File: src/rtl/core/bsr_pkg.sv
// Shared types, widths and codes for the bisection square-root finder.
// No dependencies; every other file of the block imports this package.
package bsr_pkg;

    localparam int VALUE_WIDTH   = 32;
    localparam int FRACTION_BITS = 16;
    localparam int TARGET_W      = 48;
    localparam int TOL_W         = 31;
    localparam int CFG_IDX_W     = 8;
    localparam int CFG_DATA_W    = (TARGET_W > TOL_W) ? TARGET_W : TOL_W;

    localparam int PROD_W  = 2 * VALUE_WIDTH;
    localparam int ALIGN_W = TARGET_W + FRACTION_BITS;
    localparam int CMP_W   = (PROD_W > ALIGN_W) ? PROD_W : ALIGN_W;
    localparam int SUM_W   = VALUE_WIDTH + 1;

    localparam logic [TARGET_W-1:0] TARGET_RESET = TARGET_W'(1638400);
    localparam logic [TOL_W-1:0]    TOL_RESET    = TOL_W'(1);

    localparam logic [CFG_IDX_W-1:0] REG_TARGET = CFG_IDX_W'(0);
    localparam logic [CFG_IDX_W-1:0] REG_TOL    = CFG_IDX_W'(1);

    typedef logic signed [VALUE_WIDTH-1:0] t_value;

    typedef enum logic [1:0] {
        ST_CONVERGED = 2'd0,
        ST_EXACT     = 2'd1,
        ST_INVALID   = 2'd2
    } t_status;

    // Sign of f(x) = x*x - c
    typedef struct packed {
        logic neg;
        logic zero;
    } t_fsign;

    typedef enum logic [3:0] {
        S_IDLE,
        S_SQ_A,
        S_CMP_A,
        S_SQ_B,
        S_CMP_B,
        S_CHECK,
        S_SQ_M,
        S_CMP_M,
        S_DONE
    } t_state;

endpackage

File: src/rtl/core/bsr_if.sv
// Valid/ready channel interfaces: input words, result words, register writes.
// Depends on bsr_pkg.
interface bsr_in_if;
    import bsr_pkg::*;
    logic   valid;
    logic   ready;
    t_value left_end;
    t_value right_end;
    modport source (output valid, left_end, right_end, input ready);
    modport sink   (input valid, left_end, right_end, output ready);
endinterface

interface bsr_out_if;
    import bsr_pkg::*;
    logic    valid;
    logic    ready;
    t_value  root;
    t_status status;
    modport source (output valid, root, status, input ready);
    modport sink   (input valid, root, status, output ready);
endinterface

interface bsr_cfg_if;
    import bsr_pkg::*;
    logic                  valid;
    logic                  ready;
    logic [CFG_IDX_W-1:0]  index;
    logic [CFG_DATA_W-1:0] data;
    modport source (output valid, index, data, input ready);
    modport sink   (input valid, index, data, output ready);
endinterface

File: src/rtl/core/bsr_cfg_regs.sv
// Configuration registers: target square and stop tolerance.
// Depends on bsr_pkg and bsr_cfg_if.
module bsr_cfg_regs (
    input  logic                         i_clk,
    input  logic                         i_rst_n,
    bsr_cfg_if.sink                      i_cfg,
    output logic [bsr_pkg::TARGET_W-1:0] o_target,
    output logic [bsr_pkg::TOL_W-1:0]    o_tol
);
    import bsr_pkg::*;

    logic [TARGET_W-1:0] r_target, n_target;
    logic [TOL_W-1:0]    r_tol, n_tol;

    assign i_cfg.ready = 1'b1;

    always_comb begin
        n_target = r_target;
        n_tol    = r_tol;
        if (i_cfg.valid) begin
            case (i_cfg.index)
                REG_TARGET: n_target = i_cfg.data[TARGET_W-1:0];
                REG_TOL:    n_tol    = i_cfg.data[TOL_W-1:0];
                default:    ;
            endcase
        end
    end

    always_ff @(posedge i_clk) begin
        if (!i_rst_n) begin
            r_target <= TARGET_RESET;
            r_tol    <= TOL_RESET;
        end else begin
            r_target <= n_target;
            r_tol    <= n_tol;
        end
    end

    // a zero tolerance acts as one LSB
    assign o_target = r_target;
    assign o_tol    = (r_tol == '0) ? TOL_W'(1) : r_tol;

endmodule

File: src/rtl/core/bsr_sign_unit.sv
// Shared square-and-compare unit: registered |x|*|x|, then sign of x*x - c.
// Depends on bsr_pkg.
module bsr_sign_unit (
    input  logic                         i_clk,
    input  bsr_pkg::t_value              i_operand,
    input  logic [bsr_pkg::TARGET_W-1:0] i_target,
    output bsr_pkg::t_fsign              o_sign
);
    import bsr_pkg::*;

    logic [VALUE_WIDTH-1:0] w_raw;
    logic [VALUE_WIDTH-1:0] w_mag;
    logic [PROD_W-1:0]      r_prod;
    logic [CMP_W-1:0]       w_sq;
    logic [CMP_W-1:0]       w_c;

    assign w_raw = i_operand;
    assign w_mag = w_raw[VALUE_WIDTH-1] ? (~w_raw + VALUE_WIDTH'(1)) : w_raw;

    always_ff @(posedge i_clk) begin
        r_prod <= PROD_W'(w_mag) * PROD_W'(w_mag);
    end

    assign w_sq = CMP_W'(r_prod);
    assign w_c  = CMP_W'(i_target) << FRACTION_BITS;

    assign o_sign.zero = (w_sq == w_c);
    assign o_sign.neg  = (w_sq < w_c);

endmodule

File: src/rtl/core/bsr_ctrl.sv
// Bisection sequencer: interval registers, width test, midpoint, result register.
// Depends on bsr_pkg, bsr_in_if and bsr_out_if; drives the shared sign unit.
module bsr_ctrl (
    input  logic                      i_clk,
    input  logic                      i_rst_n,
    bsr_in_if.sink                    i_in,
    bsr_out_if.source                 o_out,
    input  logic [bsr_pkg::TOL_W-1:0] i_tol,
    input  bsr_pkg::t_fsign           i_sign,
    output bsr_pkg::t_value           o_operand
);
    import bsr_pkg::*;

    t_state  r_state, n_state;
    t_value  r_a, n_a;
    t_value  r_b, n_b;
    t_value  r_mid, n_mid;
    t_fsign  r_sa, n_sa;
    t_value  r_res_root, n_res_root;
    t_status r_res_status, n_res_status;
    logic    r_out_valid, n_out_valid;
    t_value  r_out_root, n_out_root;
    t_status r_out_status, n_out_status;

    logic signed [SUM_W-1:0] w_sum;
    logic signed [SUM_W-1:0] w_half;
    logic signed [SUM_W-1:0] w_diff;
    logic        [SUM_W-1:0] w_width;
    t_value                  w_mid;
    logic                    w_stop;

    // floor midpoint and absolute width
    assign w_sum   = SUM_W'(r_a) + SUM_W'(r_b);
    assign w_half  = w_sum >>> 1;
    assign w_mid   = w_half[VALUE_WIDTH-1:0];
    assign w_diff  = SUM_W'(r_b) - SUM_W'(r_a);
    assign w_width = w_diff[SUM_W-1] ? (~w_diff + SUM_W'(1)) : w_diff;
    assign w_stop  = (w_width <= SUM_W'(i_tol));

    always_comb begin
        case (r_state)
            S_SQ_A:  o_operand = r_a;
            S_SQ_B:  o_operand = r_b;
            default: o_operand = r_mid;
        endcase
    end

    always_comb begin
        n_state      = r_state;
        n_a          = r_a;
        n_b          = r_b;
        n_mid        = r_mid;
        n_sa         = r_sa;
        n_res_root   = r_res_root;
        n_res_status = r_res_status;
        n_out_valid  = r_out_valid;
        n_out_root   = r_out_root;
        n_out_status = r_out_status;

        if (r_out_valid && o_out.ready) begin
            n_out_valid = 1'b0;
        end

        case (r_state)
            S_IDLE: begin
                if (i_in.valid) begin
                    n_a     = i_in.left_end;
                    n_b     = i_in.right_end;
                    n_state = S_SQ_A;
                end
            end
            S_SQ_A:  n_state = S_CMP_A;
            S_CMP_A: begin
                n_sa    = i_sign;
                n_state = S_SQ_B;
            end
            S_SQ_B:  n_state = S_CMP_B;
            S_CMP_B: begin
                if (!r_sa.zero && !i_sign.zero && (r_sa.neg == i_sign.neg)) begin
                    n_res_root   = '0;
                    n_res_status = ST_INVALID;
                    n_state      = S_DONE;
                end else if (r_sa.zero) begin
                    n_res_root   = r_a;
                    n_res_status = ST_EXACT;
                    n_state      = S_DONE;
                end else if (i_sign.zero) begin
                    n_res_root   = r_b;
                    n_res_status = ST_EXACT;
                    n_state      = S_DONE;
                end else begin
                    n_state = S_CHECK;
                end
            end
            S_CHECK: begin
                if (w_stop) begin
                    n_res_root   = w_mid;
                    n_res_status = ST_CONVERGED;
                    n_state      = S_DONE;
                end else begin
                    n_mid   = w_mid;
                    n_state = S_SQ_M;
                end
            end
            S_SQ_M:  n_state = S_CMP_M;
            S_CMP_M: begin
                if (i_sign.zero) begin
                    n_res_root   = r_mid;
                    n_res_status = ST_EXACT;
                    n_state      = S_DONE;
                end else begin
                    // keep the half that still holds the sign change
                    if (i_sign.neg != r_sa.neg) begin
                        n_b = r_mid;
                    end else begin
                        n_a  = r_mid;
                        n_sa = i_sign;
                    end
                    n_state = S_CHECK;
                end
            end
            S_DONE: begin
                if (!r_out_valid || o_out.ready) begin
                    n_out_valid  = 1'b1;
                    n_out_root   = r_res_root;
                    n_out_status = r_res_status;
                    n_state      = S_IDLE;
                end
            end
            default: n_state = S_IDLE;
        endcase
    end

    always_ff @(posedge i_clk) begin
        if (!i_rst_n) begin
            r_state     <= S_IDLE;
            r_out_valid <= 1'b0;
        end else begin
            r_state     <= n_state;
            r_out_valid <= n_out_valid;
        end
    end

    always_ff @(posedge i_clk) begin
        r_a          <= n_a;
        r_b          <= n_b;
        r_mid        <= n_mid;
        r_sa         <= n_sa;
        r_res_root   <= n_res_root;
        r_res_status <= n_res_status;
        r_out_root   <= n_out_root;
        r_out_status <= n_out_status;
    end

    assign i_in.ready   = (r_state == S_IDLE);
    assign o_out.valid  = r_out_valid;
    assign o_out.root   = r_out_root;
    assign o_out.status = r_out_status;

endmodule

File: src/rtl/core/bisection_square_root_finder.sv
// Bisection square-root finder, top level. One word in, one result word out.
// An exact end or an invalid interval is reported after the end checks; otherwise
// the search converges after k halvings (k <= 32 for a full-range interval) or
// stops when the k-th midpoint is an exact root; each halving passes through the
// width test (S_CHECK) and then the shared square unit (S_SQ_M, S_CMP_M).
// Throughput: one word at a time; the next word is taken once the result leaves
// the sequencer and it is back in idle, later while the result side stalls.
// Reset (synchronous, active low) idles the sequencer, drops any pending result
// and restores target 25.0 and tolerance one LSB.
module bisection_square_root_finder (
    input  logic      i_clk,
    input  logic      i_rst_n,
    bsr_in_if.sink    i_in,
    bsr_out_if.source o_out,
    bsr_cfg_if.sink   i_cfg
);
    import bsr_pkg::*;

    logic [TARGET_W-1:0] w_target;
    logic [TOL_W-1:0]    w_tol;
    t_fsign              w_sign;
    t_value              w_operand;

    // Register file: target square c and stop tolerance.
    bsr_cfg_regs u_cfg (
        .i_clk    (i_clk),
        .i_rst_n  (i_rst_n),
        .i_cfg    (i_cfg),
        .o_target (w_target),
        .o_tol    (w_tol)
    );

    // Shared unit: square the selected point, then sign of x*x - c.
    bsr_sign_unit u_sign (
        .i_clk     (i_clk),
        .i_operand (w_operand),
        .i_target  (w_target),
        .o_sign    (w_sign)
    );

    // Sequencer: end checks, halving loop, result register.
    bsr_ctrl u_ctrl (
        .i_clk     (i_clk),
        .i_rst_n   (i_rst_n),
        .i_in      (i_in),
        .o_out     (o_out),
        .i_tol     (w_tol),
        .i_sign    (w_sign),
        .o_operand (w_operand)
    );

    // Invalid interval always reports a zero root.
    a_invalid_zero: assert property (@(posedge i_clk) disable iff (!i_rst_n)
        (o_out.valid && (o_out.status == ST_INVALID)) |-> (o_out.root == '0))
        else $error("invalid interval result carries a nonzero root");

    // Accepting a word starts a search; no second word in the next cycle.
    a_busy_after_accept: assert property (@(posedge i_clk) disable iff (!i_rst_n)
        (i_in.valid && i_in.ready) |=> !i_in.ready)
        else $error("input taken again right after an accept");

    // Effective tolerance is never zero, so the search always ends.
    a_tol_nonzero: assert property (@(posedge i_clk) disable iff (!i_rst_n)
        i_in.ready |-> (w_tol != '0))
        else $error("effective tolerance is zero");

endmodule
File: src/flat_wrapper.sv
// flat-port wrapper written by rule: the top's interface ports become plain ports
module bisection_square_root_finder_flat import bsr_pkg::*;
  (i_clk, i_rst_n, i_in_valid, i_in_left_end, i_in_right_end, i_in_ready, o_out_valid, o_out_root, o_out_status, o_out_ready, i_cfg_valid, i_cfg_index, i_cfg_data, i_cfg_ready);
  bsr_in_if i_in_i ();
  bsr_out_if o_out_i ();
  bsr_cfg_if i_cfg_i ();
  input  logic i_clk;
  input  logic i_rst_n;
  input wire logic [$bits(i_in_i.valid)-1:0] i_in_valid;
  input wire logic [$bits(i_in_i.left_end)-1:0] i_in_left_end;
  input wire logic [$bits(i_in_i.right_end)-1:0] i_in_right_end;
  output wire logic [$bits(i_in_i.ready)-1:0] i_in_ready;
  output wire logic [$bits(o_out_i.valid)-1:0] o_out_valid;
  output wire logic [$bits(o_out_i.root)-1:0] o_out_root;
  output wire logic [$bits(o_out_i.status)-1:0] o_out_status;
  input wire logic [$bits(o_out_i.ready)-1:0] o_out_ready;
  input wire logic [$bits(i_cfg_i.valid)-1:0] i_cfg_valid;
  input wire logic [$bits(i_cfg_i.index)-1:0] i_cfg_index;
  input wire logic [$bits(i_cfg_i.data)-1:0] i_cfg_data;
  output wire logic [$bits(i_cfg_i.ready)-1:0] i_cfg_ready;
  assign i_in_i.valid = i_in_valid;
  assign i_in_i.left_end = i_in_left_end;
  assign i_in_i.right_end = i_in_right_end;
  assign i_in_ready = i_in_i.ready;
  assign o_out_valid = o_out_i.valid;
  assign o_out_root = o_out_i.root;
  assign o_out_status = o_out_i.status;
  assign o_out_i.ready = o_out_ready;
  assign i_cfg_i.valid = i_cfg_valid;
  assign i_cfg_i.index = i_cfg_index;
  assign i_cfg_i.data = i_cfg_data;
  assign i_cfg_ready = i_cfg_i.ready;
  bisection_square_root_finder u_core (.i_clk(i_clk), .i_rst_n(i_rst_n), .i_in(i_in_i), .o_out(o_out_i), .i_cfg(i_cfg_i));
endmodule
File: config.mk
export PLATFORM = sky130hd
export DESIGN_NAME = bisection_square_root_finder_flat
export DESIGN_NICKNAME = d
export VERILOG_FILES = /design/src/rtl/core/bsr_pkg.sv /design/src/rtl/core/bsr_if.sv /design/src/rtl/core/bsr_cfg_regs.sv /design/src/rtl/core/bsr_sign_unit.sv /design/src/rtl/core/bsr_ctrl.sv /design/src/rtl/core/bisection_square_root_finder.sv /design/src/flat_wrapper.sv
export SDC_FILE = /design/constraint.sdc
export NUM_CORES = 2
export LEC_CHECK = 0
export BUFFER_PORTS_ARGS = -buffer_cell sky130_fd_sc_hd__buf_4
export CORE_MARGIN = 10
export CORE_UTILIZATION = 31
export CTS_CLUSTER_SIZE = 40
export DETAILED_ROUTE_END_ITERATION = 12
export GPL_TIMING_DRIVEN = 0
export PLACE_DENSITY = 0.42
export SETUP_SLACK_MARGIN = 0.3
export SLEW_MARGIN = 15
export SYNTH_ARGS = -nofsm -noshare
export SYNTH_HDL_FRONTEND = slang
export SYNTH_SLANG_ARGS = --single-unit
File: constraint.sdc
create_clock -name i_clk -period 12.93 [get_ports i_clk]
set_input_delay 3.2325 -clock i_clk [delete_from_list [all_inputs] [get_ports i_clk]]
set_output_delay 3.2325 -clock i_clk [all_outputs]
set_load 0.01 [all_outputs]
== Word level (Yosys, flattened, before mapping) ==
Cells that the tools add are included.

* Logic and storage cells: 103
* Register bits: 314
* Bits of input ports: 125
* Output and inout port bits: 37

* $lt $le $gt $ge: 2
* Equal/unequal tests: 20
* Reduce and logical (&&, ||, !) cells: 23
* $mul: 1
* Muxes and demuxes: 36
* Add/sub/neg operators: 4
* Bitwise logic cells: 3

{| class="wikitable"
|+ Operators with widths
! operator !! number
|-
| 32-bit 2-to-1 mux || 12
|-
| 32-bit one-hot mux with 2 select lines || 3
|-
| 32-bit one-hot mux with 3 select lines || 1
|-
| 64-bit equality test || 1
|-
| 64-bit less-than comparator || 1
|-
| 32-bit by 32-bit multiplier with 64-bit output || 1
|-
| 4-bit one-hot mux with 9 select lines || 1
|-
| 32-bit by 32-bit adder with 33-bit output || 1
|-
| 33-bit by 2-bit adder with 33-bit output (second input constant) || 1
|-
| 33-bit by 31-bit less-or-equal comparator with 1-bit output || 1
|-
| 33-bit 2-to-1 mux || 1
|-
| 33-bit inverter || 1
|-
| 32-bit by 32-bit subtractor with 33-bit output || 1
|-
| 32-bit by 1-bit adder with 32-bit output (second input constant) || 1
|-
| 32-bit inverter || 1
|-
| 31-bit zero test || 1
|-
| 31-bit 2-to-1 mux || 1
|-
| 4-bit 2-to-1 mux || 6
|-
| 4-bit by 3-bit equality test with 1-bit output (second input constant) || 4
|-
| 2-bit inequality test (second input constant) || 7
|-
| 2-bit 2-to-1 mux || 6
|-
| 2-bit AND reduction || 6
|-
| 4-bit AND reduction || 3
|-
| 4-bit by 2-bit equality test with 1-bit output (second input constant) || 2
|-
| other kinds (18) || 25
|}

== Longest topological paths before layout ==
* Depth in word-level cells: 7
* Mapped depth: 46

== Cells and area by module ==
From an unflattened synthesis, not the netlist that was laid out.

* Cell total of the unflattened synthesis: 5262
* Area, all modules: 48008.5 sq um

{| class="wikitable"
|+ By module, submodules not included
! module !! area an instance (sq um) !! times used !! cells an instance
|-
| bsr_sign_unit || 31751.7 || 1 || 3470
|-
| bsr_ctrl || 12966.2 || 1 || 1430
|-
| bsr_cfg_regs || 3290.7 || 1 || 362
|}

== Least setup slack after synthesis ==
OpenSTA, ideal clock, no wires.

* Path kind: flip-flop to flip-flop
* Start point: register u_core.u_ctrl.r_state[3]
* End point: register u_core.u_sign.r_prod[62]
* Arrival time: 10.476 ns
* Data required time: 12.805 ns
* Cell stages (with the launch flop): 43
* Slack: 2.329 ns
* Library setup time: 0.125 ns
* Cell sequence: dfxtp_1 > buf_2 > or3b_1 > buf_2 > nand2_1 > o21ai_2 > inv_2 > clkbuf_1 > clkbuf_1 > ha_1 > nand3_1 > nor3_1 > and2_1 > a21oi_1 > xnor2_1 > clkbuf_1 > nand2_1 > fa_1 > [... 7 more ...] > inv_1 > fa_1 > inv_1 > fa_1 > inv_1 > fa_1 > inv_1 > ha_1 > nand4_1 > or4_1 > or4_1 > a211o_1 > o21ai_0 > a41oi_1 > a31o_2 > o21bai_1 > a221oi_1 > xnor2_1

* Longest elaborated chain between the ends: 6

{| class="wikitable"
|+ Ends and longest elaborated chain
! element !! RTL line !! text
|-
| from (decl) || bsr_ctrl.sv:14 || <nowiki>t_state r_state, n_state;</nowiki>
|-
| from (signal assigned) || bsr_ctrl.sv:139 || <nowiki>r_state <= n_state;</nowiki>
|-
| 4-bit by 2-bit equality test with 1-bit output or 4-bit by 1-bit equality test with 1-bit output (tied branches) || bsr_ctrl.sv:41 || <nowiki>case (r_state)</nowiki>
|-
| 32-bit one-hot mux with 2 select lines (*) || bsr_ctrl.sv:41 ||
|-
| 32-bit inverter || bsr_sign_unit.sv:18 || <nowiki>assign w_mag = w_raw[VALUE_WIDTH-1] ? (~w_raw + VALUE_WIDTH'(1)) : w_raw;</nowiki>
|-
| 32-bit by 1-bit adder with 32-bit output || bsr_sign_unit.sv:18 ||
|-
| 32-bit 2-to-1 mux (*) || bsr_sign_unit.sv:18 ||
|-
| 32-bit by 32-bit multiplier with 64-bit output (*) || bsr_sign_unit.sv:21 || <nowiki>r_prod <= PROD_W'(w_mag) * PROD_W'(w_mag);</nowiki>
|-
| to (signal assigned) || bsr_sign_unit.sv:21 ||
|-
| to (decl) || bsr_sign_unit.sv:13 || <nowiki>logic [PROD_W-1:0] r_prod;</nowiki>
|}

Mark *: on every way between the ends. The rest lies on a longest branch, timed or not.
A chain may end at the register's enable or synchronous reset.

== Final worst setup path ==
Same ends and word-level chain as after synthesis.

==> results.json <==
{
  "relSlewSlack_pct": 17.8,
  "syn_area_mm2": 0.0474,
  "clk_pin_slew_worst_paths_ps": 70,
  "nets": 6839,
  "hpwl_mm": 149,
  "final_common_cell": "inv_1",
  "grt_usage_pct": 20.6,
  "rr_endpoint": "u_core.u_sign.r_prod[62]$_DFF_P_",
  "cp.required_ps": 13370,
  "post-route-min-period_ps": 12190,
  "setup_violations": 0,
  "ff2ff_path_depth": 45,
  "worstSetupStartpointType": "flip-flop",
  "run_status": "complete, no violations",
  "cp_slowest_stage_delay_ps": 560,
  "max_freq_ghz": 0.0820,
  "synth_top_area_share_pct": 33.7,
  "final_cell_mix": "inv_1, fa_1, nand2_1, ha_1, nor2_1",
  "hold_viol": 0,
  "die_x_um": 411,
  "synth_area_leader_cell": "fa_1",
  "path_common_cell": "fa_1",
  "rrSetupSlack_ps": 740,
  "yosys_warnings": 0,
  "ys_seq_elements": 313,
  "coreArea_mm2": 0.152,
  "holdPathStages": 0,
  "cts_buffers": 36,
  "io_buffers": 160,
  "insertion_delay_ps": 580,
  "worstMarginPinSlew_ps": 1230,
  "grt_pass1_vias": 38700,
  "wire_per_inst_um": 23.1,
  "hold_start": "u_core.u_ctrl.r_res_root[7]$_DFFE_PP_",
  "crit_arrival_ps": 12630,
  "worstSetupPathType": "reg -> reg",
  "fin_area_mm2": 0.0534,
  "fin_util_pct": 35.1,
  "whs_ps": 417,
  "finalWirelength_mm": 174,
  "dieArea_mm2": 0.169,
  "areaGrowthSynthToFinish_pct": 12.6,
  "ys_async_sr_fraction_pct": 0,
  "grt_overflow_total": 0,
  "rsz0062_at_grt": "yes",
  "rows": 143,
  "drc": 0,
  "slowest_stage": "or4_1",
  "via_per_inst": 4.84,
  "firstDrtPassIters": 6,
  "skew_ps": 25.0,
  "hold_buffers": 0,
  "start_util_pct": 31.2,
  "hold_class": "reg -> reg",
  "synth_cells": 5232,
  "grt_start_max_net_pins": 21,
  "r2r-start": "u_core.u_ctrl.r_state[3]$_SDFFE_PN0P_",
  "ant_nets": 0,
  "gp_congestion": 0.902,
  "synth_cell_types": 88,
  "antenna_found_initial": 8,
  "final_layout_size_suffix_gt1_share_pct": 7.78,
  "cp_max_fo": 10,
  "fin_crit_sh_pct": 94.3,
  "synth_edf_count": 166,
  "grt_pass1_wl_mm": 260,
  "htree_levels": 2,
  "synth_seq_area_share_pct": 16.7,
  "endpoint_kind": "flip-flop",
  "cts_tree": "done",
  "maxSlewViolCount": 0,
  "drtIter0Drc": 2619,
  "synth_area_leaders": "fa_1, ha_1, edfxtp_1",
  "vias": 36500,
  "cap_violations": 0,
  "cts_root_buf": "clkbuf_16",
  "hold_end": "u_core.u_ctrl.o_out.root[7]$_DFFE_PP_",
  "place_area_mm2": 0.0517,
  "clkSinkCount": 313,
  "pin_count": 162,
  "syn_avg_cell_area_um2": 9.06,
  "cts_buffer_depth": 3,
  "ys.flop_type": "edfxtp_1",
  "die_h_um": 411
}
-- flip-flops by register name (all words and copies together), names as in the netlist --
| name | flops |
|---|---|
| u_core.u_ctrl.r_mid | 32 |
| u_core.u_ctrl.o_out.valid | 1 |
| u_core.u_ctrl.r_b | 32 |
| u_core.u_ctrl.r_res_root | 32 |
| u_core.u_ctrl.r_res_status | 2 |
| u_core.u_ctrl.r_state | 4 |
| u_core.u_ctrl.o_out.root | 32 |
| u_core.u_sign.r_prod | 63 |
| u_core.u_ctrl.o_out.status | 2 |
| u_core.u_cfg.o_target | 48 |
| u_core.u_ctrl.r_sa | 2 |
| u_core.u_ctrl.r_a | 32 |
| u_core.u_cfg.r_tol | 31 |
-- metrics by stage --
stage / cells / TNS (ps) / worst slack, ps
3_3_place_gp: 7447 / -103450 / -3760
2_1_floorplan: 5257 / 0 / 2330
4_1_cts: 7534 / 0 / 304
3_5_place_dp: 7467 / -42280 / -2460
5_1_grt: 7546 / 0 / 253
6_report: 7549 / 0 / 738
-- final cells by class --
type	instances	area, µm²
fillers	15900	98500
clock buffers	51	1040
repair buffers	195	1620
inverters	1187	4470
clock inverters	13	105
plain buffers	193	857
multi-input cells	3564	34800
well taps	2030	2540
diodes	3	7.51
flip-flops and latches	313	7930
-- how the worst max path moves through the flow --
stage	from	end	slack, ps
after CTS	u_core.u_ctrl.r_state[3]$_SDFFE_PN0P_	u_core.u_sign.r_prod[62]$_DFF_P_	300
after detailed placement	u_core.u_ctrl.r_state[3]$_SDFFE_PN0P_	u_core.u_sign.r_prod[63]$_DFF_P_	-2460
after global placement	u_core.u_ctrl.r_state[3]$_SDFFE_PN0P_	u_core.u_sign.r_prod[63]$_DFF_P_	-3760
final	u_core.u_ctrl.r_state[3]$_SDFFE_PN0P_	u_core.u_sign.r_prod[62]$_DFF_P_	740
after global routing	u_core.u_ctrl.r_state[3]$_SDFFE_PN0P_	u_core.u_sign.r_prod[62]$_DFF_P_	250
after floorplan	u_core.u_ctrl.r_state[3]$_SDFFE_PN0P_	u_core.u_sign.r_prod[62]$_DFF_P_	2330
-- worst max-delay path, delay by kind of cell (launching register included) --
family | cells | cell delay (ps)
adder cells (fa/ha/maj) | 10 | 4470
AND/OR/NAND/NOR | 12 | 2960
buffers and inverters | 14 | 2470
AO/OA/AOI/OAI | 7 | 1460
XOR/XNOR | 2 | 340
flip-flops | 1 | 290
-- per-layer routing --
metal / wire [µm] / share of wire (%) / GRT usage, % / up-vias
li1: - / - / - / 16800
met1: 83000 / 48 / 30.4 / 18600
met2: 77300 / 44 / 32.3 / 963
met3: 10300 / 5.9 / 2.84 / 159
met4: 3580 / 2.1 / 3.47 / 2
met5: 12 / 0.0069 / 0 / -
-- synth_stat cells, types with 18 or more instances --
master	number
inv_1	1173
fa_1	798
nand2_1	665
ha_1	426
nor2_1	384
a21oi_1	192
edfxtp_1	166
clkbuf_1	162
dfxtp_1	147
xnor2_1	144
o21ai_0	112
a21o_1	87
a21boi_0	78
mux2i_1	77
xor2_1	55
nand4_1	45
nand3_1	42
nor3_1	32
o21bai_1	30
nand2b_1	25
nor4_1	25
o211ai_1	23
nor2b_1	22
o22ai_1	22
and2_1	20
a31oi_1	19
buf_2	18
-- cell families (layout without fill, tap and decap cells) --
family	after synthesis	in the layout	synth area share (%)
multiplexers	86	86	1.84
flip-flops	313	313	16.7
buffers and inverters	1380	1639	11.0
AND/OR/NAND/NOR	1325	1325	12.0
adder cells (fa/ha/maj)	1224	1224	45.0
other	2	30	0.0158
AO/OA/AOI/OAI	701	701	9.73
XOR/XNOR	201	201	3.75
-- repair_timing --
action | in CTS | in global routing
setup buffers | 3 | 12
endpoints found under the setup margin | 38 | 22
resized for setup | 62 | 88
pin swaps | 3 | 7
Power is not shown: default switching activity piles up to over one toggle a cycle in this logic, so the estimate is an artifact.
